===== config.mk =====
export PLATFORM = sky130hd
export DESIGN_NAME = camera_frame_field_parser
export DESIGN_NICKNAME = d
export VERILOG_FILES = /design/src/design/cffp_pkg.sv /design/src/design/cffp_cfg_regs.sv /design/src/design/cffp_window.sv /design/src/design/cffp_track.sv /design/src/design/camera_frame_field_parser.sv
export SDC_FILE = /design/constraint.sdc
export NUM_CORES = 1
export LEC_CHECK = 0
export ABC_AREA = 0
export BUFFER_PORTS_ARGS = -buffer_cell sky130_fd_sc_hd__buf_2
export CORE_MARGIN = 2
export CORE_UTILIZATION = 60
export DETAILED_ROUTE_END_ITERATION = 8
export PLACE_DENSITY_LB_ADDON = 0.1
export SLEW_MARGIN = 20
export SYNTH_ARGS = -nofsm -noshare
export SYNTH_HDL_FRONTEND = slang
export SYNTH_SLANG_ARGS = --single-unit
export TNS_END_PERCENT = 1

===== constraint.sdc =====
create_clock -name clk -period 7 [get_ports clk]
set_input_delay 0.7 -clock clk [delete_from_list [all_inputs] [get_ports clk]]
set_output_delay 0.7 -clock clk [all_outputs]
set_load 0.05 [all_outputs]

===== src/design/cffp_pkg.sv =====
// ----------------------------------------------------------------------------
// cffp_pkg
// Shared types and constants for the camera frame field parser.
// ----------------------------------------------------------------------------
package cffp_pkg;

  localparam int WIN_DEPTH = 6;
  localparam int FILL_W    = 3;
  localparam int CFG_IDX_W = 3;

  localparam logic [FILL_W-1:0] FILL_MAX = FILL_W'(WIN_DEPTH);

  localparam logic [7:0] CLASS_PAYLOAD_SHADE = 8'h04;
  localparam logic [7:0] CLASS_PAYLOAD_HALF  = 8'h05;
  localparam logic [7:0] CLASS_PAYLOAD_SUN   = 8'h06;
  localparam logic [7:0] STATUS_RESET        = 8'h03;

  typedef enum logic [CFG_IDX_W-1:0] {
    CFG_HEAD_BYTE     = 3'd0,
    CFG_KIND_LOCATION = 3'd1,
    CFG_KIND_STATUS   = 3'd2,
    CFG_KIND_CLASS    = 3'd3,
    CFG_KIND_LAMP     = 3'd4,
    CFG_TAIL_BYTE     = 3'd5
  } cfg_idx_t;

  typedef enum logic [1:0] {
    CLASS_SHADE = 2'd0,
    CLASS_HALF  = 2'd1,
    CLASS_SUN   = 2'd2
  } class_code_t;

  typedef struct packed {
    logic [7:0] head_byte;
    logic [7:0] kind_location;
    logic [7:0] kind_status;
    logic [7:0] kind_class;
    logic [7:0] kind_lamp;
    logic [7:0] tail_byte;
  } cfg_t;

  typedef struct packed {
    logic lamp;
    logic cls;
    logic status;
    logic loc;
  } match_t;

  typedef struct packed {
    logic [7:0] b3;
    logic [7:0] b2;
    logic [7:0] b1;
    logic [7:0] b0;
  } payload_t;

endpackage


===== src/design/cffp_cfg_regs.sv =====
// ----------------------------------------------------------------------------
// cffp_cfg_regs
// Configuration register file: frame marker bytes written by index.
// ----------------------------------------------------------------------------
module cffp_cfg_regs import cffp_pkg::*; (
  input  logic                 clk,
  input  logic                 rst_n,
  input  logic                 wr_en,
  input  logic [CFG_IDX_W-1:0] wr_index,
  input  logic [7:0]           wr_data,
  output cfg_t                 cfg
);

  cfg_t cfg_r;
  cfg_t cfg_nxt;

  always_comb begin
    cfg_nxt = cfg_r;
    if (wr_en) begin
      case (cfg_idx_t'(wr_index))
        CFG_HEAD_BYTE:     cfg_nxt.head_byte     = wr_data;
        CFG_KIND_LOCATION: cfg_nxt.kind_location = wr_data;
        CFG_KIND_STATUS:   cfg_nxt.kind_status   = wr_data;
        CFG_KIND_CLASS:    cfg_nxt.kind_class    = wr_data;
        CFG_KIND_LAMP:     cfg_nxt.kind_lamp     = wr_data;
        CFG_TAIL_BYTE:     cfg_nxt.tail_byte     = wr_data;
        default:           cfg_nxt = cfg_r;
      endcase
    end
  end

  always_ff @(posedge clk) begin
    if (!rst_n) begin
      cfg_r <= '0;
    end else begin
      cfg_r <= cfg_nxt;
    end
  end

  assign cfg = cfg_r;

endmodule


===== src/design/cffp_window.sv =====
// ----------------------------------------------------------------------------
// cffp_window
// Six-byte history window with fill count and frame end detection.
// ----------------------------------------------------------------------------
module cffp_window import cffp_pkg::*; (
  input  logic       clk,
  input  logic       rst_n,
  input  logic       step,
  input  logic [7:0] cur_byte,
  input  logic       buf_start,
  input  cfg_t       cfg,
  output match_t     match,
  output payload_t   payload
);

  logic [7:0]        win_r [WIN_DEPTH];
  logic [FILL_W-1:0] fill_r;
  logic [FILL_W-1:0] fill_nxt;
  logic [FILL_W-1:0] eff_fill;
  logic              tail_hit;

  // a new buffer empties the window before this byte is checked
  assign eff_fill = buf_start ? '0 : fill_r;
  assign tail_hit = (cur_byte == cfg.tail_byte);

  always_comb begin
    match.loc    = (eff_fill >= FILL_W'(6)) && (win_r[5] == cfg.head_byte) &&
                   (win_r[4] == cfg.kind_location) && tail_hit;
    match.status = (eff_fill >= FILL_W'(3)) && (win_r[2] == cfg.head_byte) &&
                   (win_r[1] == cfg.kind_status) && tail_hit;
    match.cls    = (eff_fill >= FILL_W'(3)) && (win_r[2] == cfg.head_byte) &&
                   (win_r[1] == cfg.kind_class) && tail_hit;
    match.lamp   = (eff_fill >= FILL_W'(2)) && (win_r[1] == cfg.head_byte) &&
                   (win_r[0] == cfg.kind_lamp) && tail_hit;
  end

  assign payload.b3 = win_r[3];
  assign payload.b2 = win_r[2];
  assign payload.b1 = win_r[1];
  assign payload.b0 = win_r[0];

  assign fill_nxt = (eff_fill == FILL_MAX) ? FILL_MAX : eff_fill + FILL_W'(1);

  always_ff @(posedge clk) begin
    if (!rst_n) begin
      fill_r <= '0;
    end else if (step) begin
      fill_r <= fill_nxt;
    end
  end

  always_ff @(posedge clk) begin
    if (step) begin
      win_r[0] <= cur_byte;
      for (int k = 1; k < WIN_DEPTH; k++) begin
        win_r[k] <= win_r[k-1];
      end
    end
  end

endmodule


===== src/design/cffp_track.sv =====
// ----------------------------------------------------------------------------
// cffp_track
// Tracked fields updated by matched frames; these registers drive the result.
// ----------------------------------------------------------------------------
module cffp_track import cffp_pkg::*; (
  input  logic        clk,
  input  logic        rst_n,
  input  logic        step,
  input  match_t      match,
  input  payload_t    payload,
  output logic [15:0] pos_x,
  output logic [15:0] pos_y,
  output logic [7:0]  status_value,
  output logic [1:0]  class_code,
  output logic        target_found,
  output logic        light_on
);

  logic [15:0] x_r, x_nxt;
  logic [15:0] y_r, y_nxt;
  logic [7:0]  status_r, status_nxt;
  class_code_t class_r, class_nxt;
  logic        found_r, found_nxt;
  logic        light_r, light_nxt;

  always_comb begin
    x_nxt      = x_r;
    y_nxt      = y_r;
    status_nxt = status_r;
    class_nxt  = class_r;
    found_nxt  = found_r;
    light_nxt  = light_r;
    if (match.loc) begin
      x_nxt     = {payload.b3, payload.b2};
      y_nxt     = {payload.b1, payload.b0};
      found_nxt = 1'b1;
      light_nxt = 1'b0;
    end
    if (match.status) begin
      status_nxt = payload.b0;
    end
    if (match.cls) begin
      case (payload.b0)
        CLASS_PAYLOAD_SHADE: class_nxt = CLASS_SHADE;
        CLASS_PAYLOAD_HALF:  class_nxt = CLASS_HALF;
        CLASS_PAYLOAD_SUN:   class_nxt = CLASS_SUN;
        default:             class_nxt = class_r;
      endcase
    end
    // lamp starts latest in the window, so it applies last
    if (match.lamp) begin
      found_nxt = 1'b0;
      light_nxt = 1'b1;
    end
  end

  always_ff @(posedge clk) begin
    if (!rst_n) begin
      x_r      <= '0;
      y_r      <= '0;
      status_r <= STATUS_RESET;
      class_r  <= CLASS_SHADE;
      found_r  <= 1'b0;
      light_r  <= 1'b0;
    end else if (step) begin
      x_r      <= x_nxt;
      y_r      <= y_nxt;
      status_r <= status_nxt;
      class_r  <= class_nxt;
      found_r  <= found_nxt;
      light_r  <= light_nxt;
    end
  end

  assign pos_x        = x_r;
  assign pos_y        = y_r;
  assign status_value = status_r;
  assign class_code   = class_r;
  assign target_found = found_r;
  assign light_on     = light_r;

endmodule


===== src/design/camera_frame_field_parser.sv =====
// ----------------------------------------------------------------------------
// camera_frame_field_parser
// Byte stream parser for location, status, class and lamp frames.
// ----------------------------------------------------------------------------
// Each accepted byte gives exactly one result item. A byte is captured in an
// input register, checked combinationally against the six-byte window and
// the marker registers, and its result lands in the output registers; a
// new byte is taken every cycle while results are drained, so throughput is
// one item per clock; result valid rises once the output registers load it.
// Backpressure on the result side stalls the input register.
// Configuration writes are taken at any time and should be made while idle.
// ----------------------------------------------------------------------------
module camera_frame_field_parser import cffp_pkg::*; (
  input  logic                 clk,
  input  logic                 rst_n,
  input  logic                 in_valid,
  output logic                 in_ready,
  input  logic [7:0]           in_rx_byte,
  input  logic                 in_buffer_start,
  output logic                 out_valid,
  input  logic                 out_ready,
  output logic [15:0]          out_pos_x,
  output logic [15:0]          out_pos_y,
  output logic [7:0]           out_status_value,
  output logic [1:0]           out_class_code,
  output logic                 out_target_found,
  output logic                 out_light_on,
  output logic [3:0]           out_matched_kinds,
  input  logic                 cfg_valid,
  output logic                 cfg_ready,
  input  logic [CFG_IDX_W-1:0] cfg_index,
  input  logic [7:0]           cfg_data
);

  cfg_t       cfg;
  match_t     match;
  payload_t   payload;

  logic       s1_valid_r;
  logic [7:0] s1_byte_r;
  logic       s1_start_r;
  logic       out_valid_r;
  logic [3:0] matched_r;
  logic       step;

  // stage 1 item moves into the result registers
  assign step     = s1_valid_r && (!out_valid_r || out_ready);
  assign in_ready = !s1_valid_r || step;
  assign cfg_ready = 1'b1;

  cffp_cfg_regs u_cfg (
    .clk      (clk),
    .rst_n    (rst_n),
    .wr_en    (cfg_valid),
    .wr_index (cfg_index),
    .wr_data  (cfg_data),
    .cfg      (cfg)
  );

  cffp_window u_window (
    .clk       (clk),
    .rst_n     (rst_n),
    .step      (step),
    .cur_byte  (s1_byte_r),
    .buf_start (s1_start_r),
    .cfg       (cfg),
    .match     (match),
    .payload   (payload)
  );

  cffp_track u_track (
    .clk          (clk),
    .rst_n        (rst_n),
    .step         (step),
    .match        (match),
    .payload      (payload),
    .pos_x        (out_pos_x),
    .pos_y        (out_pos_y),
    .status_value (out_status_value),
    .class_code   (out_class_code),
    .target_found (out_target_found),
    .light_on     (out_light_on)
  );

  always_ff @(posedge clk) begin
    if (!rst_n) begin
      s1_valid_r  <= 1'b0;
      out_valid_r <= 1'b0;
    end else begin
      if (in_ready) begin
        s1_valid_r <= in_valid;
      end
      if (step) begin
        out_valid_r <= 1'b1;
      end else if (out_ready) begin
        out_valid_r <= 1'b0;
      end
    end
  end

  always_ff @(posedge clk) begin
    if (in_valid && in_ready) begin
      s1_byte_r  <= in_rx_byte;
      s1_start_r <= in_buffer_start;
    end
    if (step) begin
      matched_r <= match;
    end
  end

  assign out_valid         = out_valid_r;
  assign out_matched_kinds = matched_r;

endmodule

# Word level (Yosys, flattened, before mapping)
# Memory sizes are Yosys's and may differ from the RTL's.
# Cells that the tools add are included.
[totals]
register_bits = 110
input_bits = 25
ramBits = 48
wordCells = 82
mem_count = 1
out_inout_bits = 51
[mem_list]
columns = ["name", "words", "width", "read_ports", "rd_ports_with_merged_regs", "write_ports", "line_no", "text"]
rows = [
  ["u_window.win_r", 6, 8, 6, 0, 6, "cffp_window.sv:16", "logic [7:0] win_r [WIN_DEPTH];"],
]
[classes]
mux = 11
addsub = 1
eq_ne = 17
order_cmp = 3
reduce_logical = 31
[op_table]
columns = ["cell", "count"]
rows = [
  ["$eq 8x8->1", 8],
  ["$eq 8x3->1 const B", 3],
  ["$reduce_and 2->1", 9],
  ["$logic_and 1x1->1", 13],
  ["$eq 3x3->1 const B", 3],
  ["$mux 1", 8],
  ["$eq 3x2->1 const B", 2],
  ["$ge 3x2->1 const B", 2],
  ["$mux 3", 2],
  ["$pmux 2 s3", 1],
  ["$reduce_bool 2->1", 2],
  ["$add 3x1->3 const B", 1],
  ["$eq 3x1->1 const B", 1],
  ["$ge 3x3->1 const B", 1],
  ["$logic_not 3->1", 1],
  ["$reduce_and 3->1", 1],
  ["$reduce_bool 3->1", 1],
  ["$logic_not 1->1", 2],
  ["$logic_or 1x1->1", 2],
]

# Depth between registers and ports, before layout
[depth]
word_depth = 7
depth_mapped = 9
mapped_depth_nobuf = 9

# Hierarchy
# A second synthesis with hierarchy kept.
[hier_totals]
hier_cells = 542
area_unflattened_um2 = 6229.7
[by_module_without_submodules]
columns = ["module", "cells_each", "seq_area_each_um2", "n_inst", "area_per_inst_um2"]
rows = [
  ["cffp_window", 157, 1501.4, 1, 2316.0],
  ["cffp_cfg_regs", 170, 960.9, 1, 1774.2],
  ["cffp_track", 191, 880.8, 1, 1634.1],
  ["camera_frame_field_parser", 24, 430.4, 1, 505.5],
]

# Worst setup path before layout
# No wires, ideal clock.
[synth_timing]
kind = "input -> register"
from = "input out_ready"
to = "register u_track.light_r, in the netlist u_track.light_on"
required_ns = 6.868
stages = 7
path_buffers = 2
setup_slack_ns = 3.222
setup_ns = 0.132
arrival_time_ns = 3.646
cell_sequence = "nor2b_1 nor2b_1 clkbuf_1 nand3_1 clkbuf_1 o31ai_1 a21oi_1"
[synth_between]
elab_chain_len = 3
[synth_rtl]
columns = ["item", "line_no", "text"]
rows = [
  ["from (decl)", "camera_frame_field_parser.sv:21", "input logic out_ready,"],
  ["$logic_or 1x1->1", "camera_frame_field_parser.sv:47", "assign step = s1_valid_r && (!out_valid_r || out_ready);"],
  ["$logic_and 1x1->1", "camera_frame_field_parser.sv:47", ""],
  ["named net step", "camera_frame_field_parser.sv:44", "logic step;"],
  ["$reduce_and 2->1 (no line)", "--", ""],
  ["to (signal assigned)", "cffp_track.sv:71", "light_r <= light_nxt;"],
  ["to (decl)", "cffp_track.sv:24", "logic light_r, light_nxt;"],
]
# The timed path passes the listed nets, and every way through them passes these cells.
# A chain may end at the register's enable or synchronous reset.

# Final worst setup path
[layout_timing]
from = "register s1_start_r"
to = "register u_track.y_r[5], in the netlist u_track.pos_y[5]"
[layout_between]
elab_chain_len = 6
[layout_rtl]
columns = ["item", "line_no", "text"]
rows = [
  ["from (decl)", "camera_frame_field_parser.sv:41", "logic s1_start_r;"],
  ["from (signal assigned)", "camera_frame_field_parser.sv:104", "s1_start_r <= in_buffer_start;"],
  ["$mux 3", "cffp_window.sv:23", "assign eff_fill = buf_start ? '0 : fill_r;"],
  ["$ge 3x3->1", "cffp_window.sv:27", "match.loc = (eff_fill >= FILL_W'(6)) && (win_r[5] == cfg.head_byte) &&"],
  ["$logic_and 1x1->1 (2 in series)", "cffp_window.sv:27", ""],
  ["$logic_and 1x1->1", "cffp_window.sv:28", "(win_r[4] == cfg.kind_location) && tail_hit;"],
  ["$reduce_and 2->1 (no line)", "--", ""],
  ["to (signal assigned)", "cffp_track.sv:67", "y_r <= y_nxt;"],
  ["to (decl)", "cffp_track.sv:20", "logic [15:0] y_r, y_nxt;"],
]
# No other way between the ends.

==> run_results.csv <==
group,metric,value,unit
clocking,cts_root_buf,"sky130_fd_sc_hd__clkbuf_8",
timing,finalSetupTns,0,ns
global_route,grt_max_degree,63,
timing,worst_slew_pin_slew,0.8300,ns
pwr,switching_power,442.1,uW
clocking,clkLatencyLatePin,0.53,ns
final_layout,layout.cells.non_filler,845,
pwr,cell_internal_pwr,1588,uW
drt,first_iter_violations,388,
clocking,cts.hold.buffers_added,0,
die,die_area,11680,um2
drt,routedLengthMet1,6.785,mm
timing,layout_min_cycle_time,2.651,ns
logic_synthesis,yosys.area.top_type,"sky130_fd_sc_hd__dfxtp_1",
placement,placed_cells_incl_taps,813,
outcome,status,"finished, violations left",
pwr,vdd_drop_max,0.2789,mV
die,initial_utilization,60.77,%
logic_synthesis,synthArstFlopShare,0,%
drt,drcViolationCount,1,
die,pin_count,76,
logic_synthesis,synth.ff_latch_count,158,
outcome,violations,"DRC",
drt,wl_per_cell,19.35,um
logic_synthesis,post_synth_main_area_contributors,"sky130_fd_sc_hd__dfxtp_1 (30%), sky130_fd_sc_hd__edfxtp_1 (28%), sky130_fd_sc_hd__nand2_1 (6.9%)",
die,die_width,108.1,um
clocking,cts_htree_levels,4,
final_layout,layout.nets,721,
drt,highest_layer,"met4",
clocking,post_cts_resize_count,0,
placement,detailedPlacementHpwl,10.64,mm
pwr,total_leakage_power,0.002773,uW
timing,timing.max_slew.rel_slack,44.24,%
logic_synthesis,synth.net_count,657,
job,cap_violations,0,
clocking,clockBufferDepth,2,
die,die-height,108.1,um
setup_path,timing.critical_path.required,7.40,ns
drt,route.vias.total,5060,
logic_synthesis,yosys_warnings,0,
logic_synthesis,synth-simple-area-share,17.21,%
final_layout,num_antenna_cells,0,
drt,route.antenna.remaining_nets,0,
logic_synthesis,yosys.area_share.xor_xnor,8.622,%
logic_synthesis,synth-compound-area-share,10.97,%
timing,fin_worst_skew,0.007418,ns
timing,finalHoldViolations,0,
placement,placement.io_buffers,74,
drt,dr_wl_met3,1.016,mm
clocking,clk_pin_slew,0.06,ns
logic_synthesis,seq_area_frac_synth,58.04,%
worst_hold_path,min-delay-path-class,"input pin to flop",
die,core,10700,um2
global_route,track_usage,29.25,%
final_layout,area_taken_by_multi_input_logic_gates,2566,um2
final_layout,layout-drive-gt1-share,16.88,%
logic_synthesis,count_of_flip_flops_with_a_built_in_enable_after_synthesis,61,
logic_synthesis,combinational_family_with_the_most_area_after_synthesis,"simple AND/OR/NAND/NOR gates",
clocking,post_cts.repair.setup_buffers,0,
timing,rsz0062_at_grt,"no",
final_layout,final.fill_count,793,
setup_path,critPathArrivalTime,3.05,ns
global_route,grt_pass1_wl,25.47,mm
clocking,cts_tree,"done",
pwr,power.share.sequential,49.6,%
logic_synthesis,postSynthAreaPerCell,10.35,um2
timing,maxSlewViolCount,0,
pwr,clock_power_share,46.1,%
timing,fmax,377.3,MHz
global_route,grt_overflow_total,0,
logic_synthesis,postSynthCellCount,628,
logic_synthesis,synth_commonest_cells,"sky130_fd_sc_hd__nand2_1 (120), sky130_fd_sc_hd__dfxtp_1 (97), sky130_fd_sc_hd__a21oi_1 (85)",
final_layout,area_growth,16.22,%
global_route,grt_antenna_before_repair,0,
logic_synthesis,yosysMostFrequentCell,"sky130_fd_sc_hd__nand2_1",
setup_path,sort_of_element_at_the_end_of_the_critical_path,"flop",
pwr,power.share.combinational,4.2,%
logic_synthesis,synth.distinct_cells,35,
pwr,power.total,2030,uW
drt,drtPass1Iterations,7,
setup_path,criticalPathCategory,"flop to flop",
logic_synthesis,ys.flop_type,"sky130_fd_sc_hd__dfxtp_1",
logic_synthesis,synth_top_area_share,29.87,%
timing,setup-violations-final,0,
global_route,via_count_of_the_first_global_routing_pass,4836,
drt,drt-total-wl,16.35,mm
setup_path,cp-start-kind,"flop",
die,std_cell_rows,38,
logic_synthesis,netlist_area,6501,um2
pwr,swShare,21.77,%
logic_synthesis,synth-adder-area-share,0.7698,%
final_layout,post-route-util,70.63,%
drt,avgViaCountPerCell,5.988,
timing,hold-worst-slack,0.3391,ns
setup_path,critical_path.max_fanout,35,
final_layout,ff_latch_area,3774,um2
logic_synthesis,synth.area.mux_share,1.540,%
timing,fin_crit_sh,37.86,%
placement,routabilityCongestion,0.8988,
clocking,cts_made_buffers,17,
clocking,cts_num_sinks,158,
drt,met2WireLength,8.067,mm
pwr,pwr_density_cell,268.7,nW/um2
## state kept, by name, summed over array words and instances (netlist names)
register and cells:
s1_start_r 1, u_window.win_r 48, u_track.pos_x 16, out_matched_kinds 4
u_window.fill_r 3, u_track.class_code 2, u_cfg.cfg 48, u_track.pos_y 16
out_valid 1, u_track.target_found 1, s1_valid_r 1, s1_byte_r 8
u_track.status_value 8, u_track.light_on 1
## metrics by stage
stage	setup slack (ns)	instance area (um2)
2_1_floorplan	3.222	6501
3_3_place_gp	3.920	6942
3_5_place_dp	3.775	6942
4_1_cts	4.151	7552
5_1_grt	4.153	7556
6_report	4.350	7556
## area by class of cell
| type | instances | share of cell area [%] |
|---|---|---|
| multi-input cells | 430 | 33.96 |
| repair buffers | 79 | 5.398 |
| inverters | 6 | 0.2981 |
| clock inverters | 8 | 1.292 |
| flip-flops and latches | 158 | 49.94 |
| clock buffers | 24 | 6.789 |
| well taps | 140 | 2.318 |
## power by group through the flow
stage	Sequential (uW)	Clock, uW	Combinational (uW)
6_report	1010	937	85.9
5_1_grt	1010	982	94.5
4_1_cts	1010	947	85.1
3_5_place_dp	1030	0	84.2
3_3_place_gp	1030	0	82.1
2_1_floorplan	1020	0	54.4
## layer usage
layer | vias to the layer above | track usage (%)
met5 | - | 0
met1 | 2466 | 37.89
li1 | 2364 | -
met4 | 0 | 12.91
met3 | 39 | 7.052
met2 | 191 | 46.95
## path summary, 6_finish.rpt
check	slack, ns	cells after the start	endpoint	startpoint
max	4.35	6	u_track.pos_y[5]	s1_start_r
min	0.34	1	s1_byte_r[2]	in_rx_byte[2]
max reg2reg	4.35	6	u_track.pos_y[5]	s1_start_r
min reg2reg	0.46	2	u_track.status_value[2]	u_track.status_value[2]
## critical path, stage by stage (launching register included)
cell and delay [ns]:
sky130_fd_sc_hd__edfxtp_1 0.47, sky130_fd_sc_hd__nor2b_1 0.21, sky130_fd_sc_hd__ha_1 0.21, sky130_fd_sc_hd__nor2_1 0.10, sky130_fd_sc_hd__or4_2 1.00, sky130_fd_sc_hd__o31ai_1 0.39, sky130_fd_sc_hd__a21oi_1 0.12
## placed cells by master, fill, tap and decap left out, types with 3 or more instances in the layout
cell type / n
sky130_fd_sc_hd__a21oi_1: 85
sky130_fd_sc_hd__buf_2: 74
sky130_fd_sc_hd__buf_4: 5
sky130_fd_sc_hd__clkbuf_16: 18
sky130_fd_sc_hd__clkbuf_8: 4
sky130_fd_sc_hd__dfxtp_1: 97
sky130_fd_sc_hd__edfxtp_1: 61
sky130_fd_sc_hd__ha_1: 4
sky130_fd_sc_hd__inv_1: 5
sky130_fd_sc_hd__mux2i_1: 10
sky130_fd_sc_hd__nand2_1: 120
sky130_fd_sc_hd__nand2b_1: 6
sky130_fd_sc_hd__nand3_1: 7
sky130_fd_sc_hd__nand4_1: 38
sky130_fd_sc_hd__nor2_1: 21
sky130_fd_sc_hd__nor2b_1: 5
sky130_fd_sc_hd__nor3_1: 6
sky130_fd_sc_hd__nor4_1: 8
sky130_fd_sc_hd__nor4_4: 4
sky130_fd_sc_hd__o21ai_0: 3
sky130_fd_sc_hd__o31ai_1: 33
sky130_fd_sc_hd__xnor2_1: 20
sky130_fd_sc_hd__xor2_1: 44
## cells by family (layout without fill, tap and decap cells)
group / count (synthesis) / in the layout
and+or+nand+nor: 227 / 227
DFF: 158 / 158
AOI/OAI and AO/OA: 124 / 124
xor gates and xnor gates: 64 / 64
buffers and inverters: 40 / 117
muxes: 10 / 10
adders and majority gates: 4 / 4
other: 1 / 1
Power figures use the tool's default switching activity.
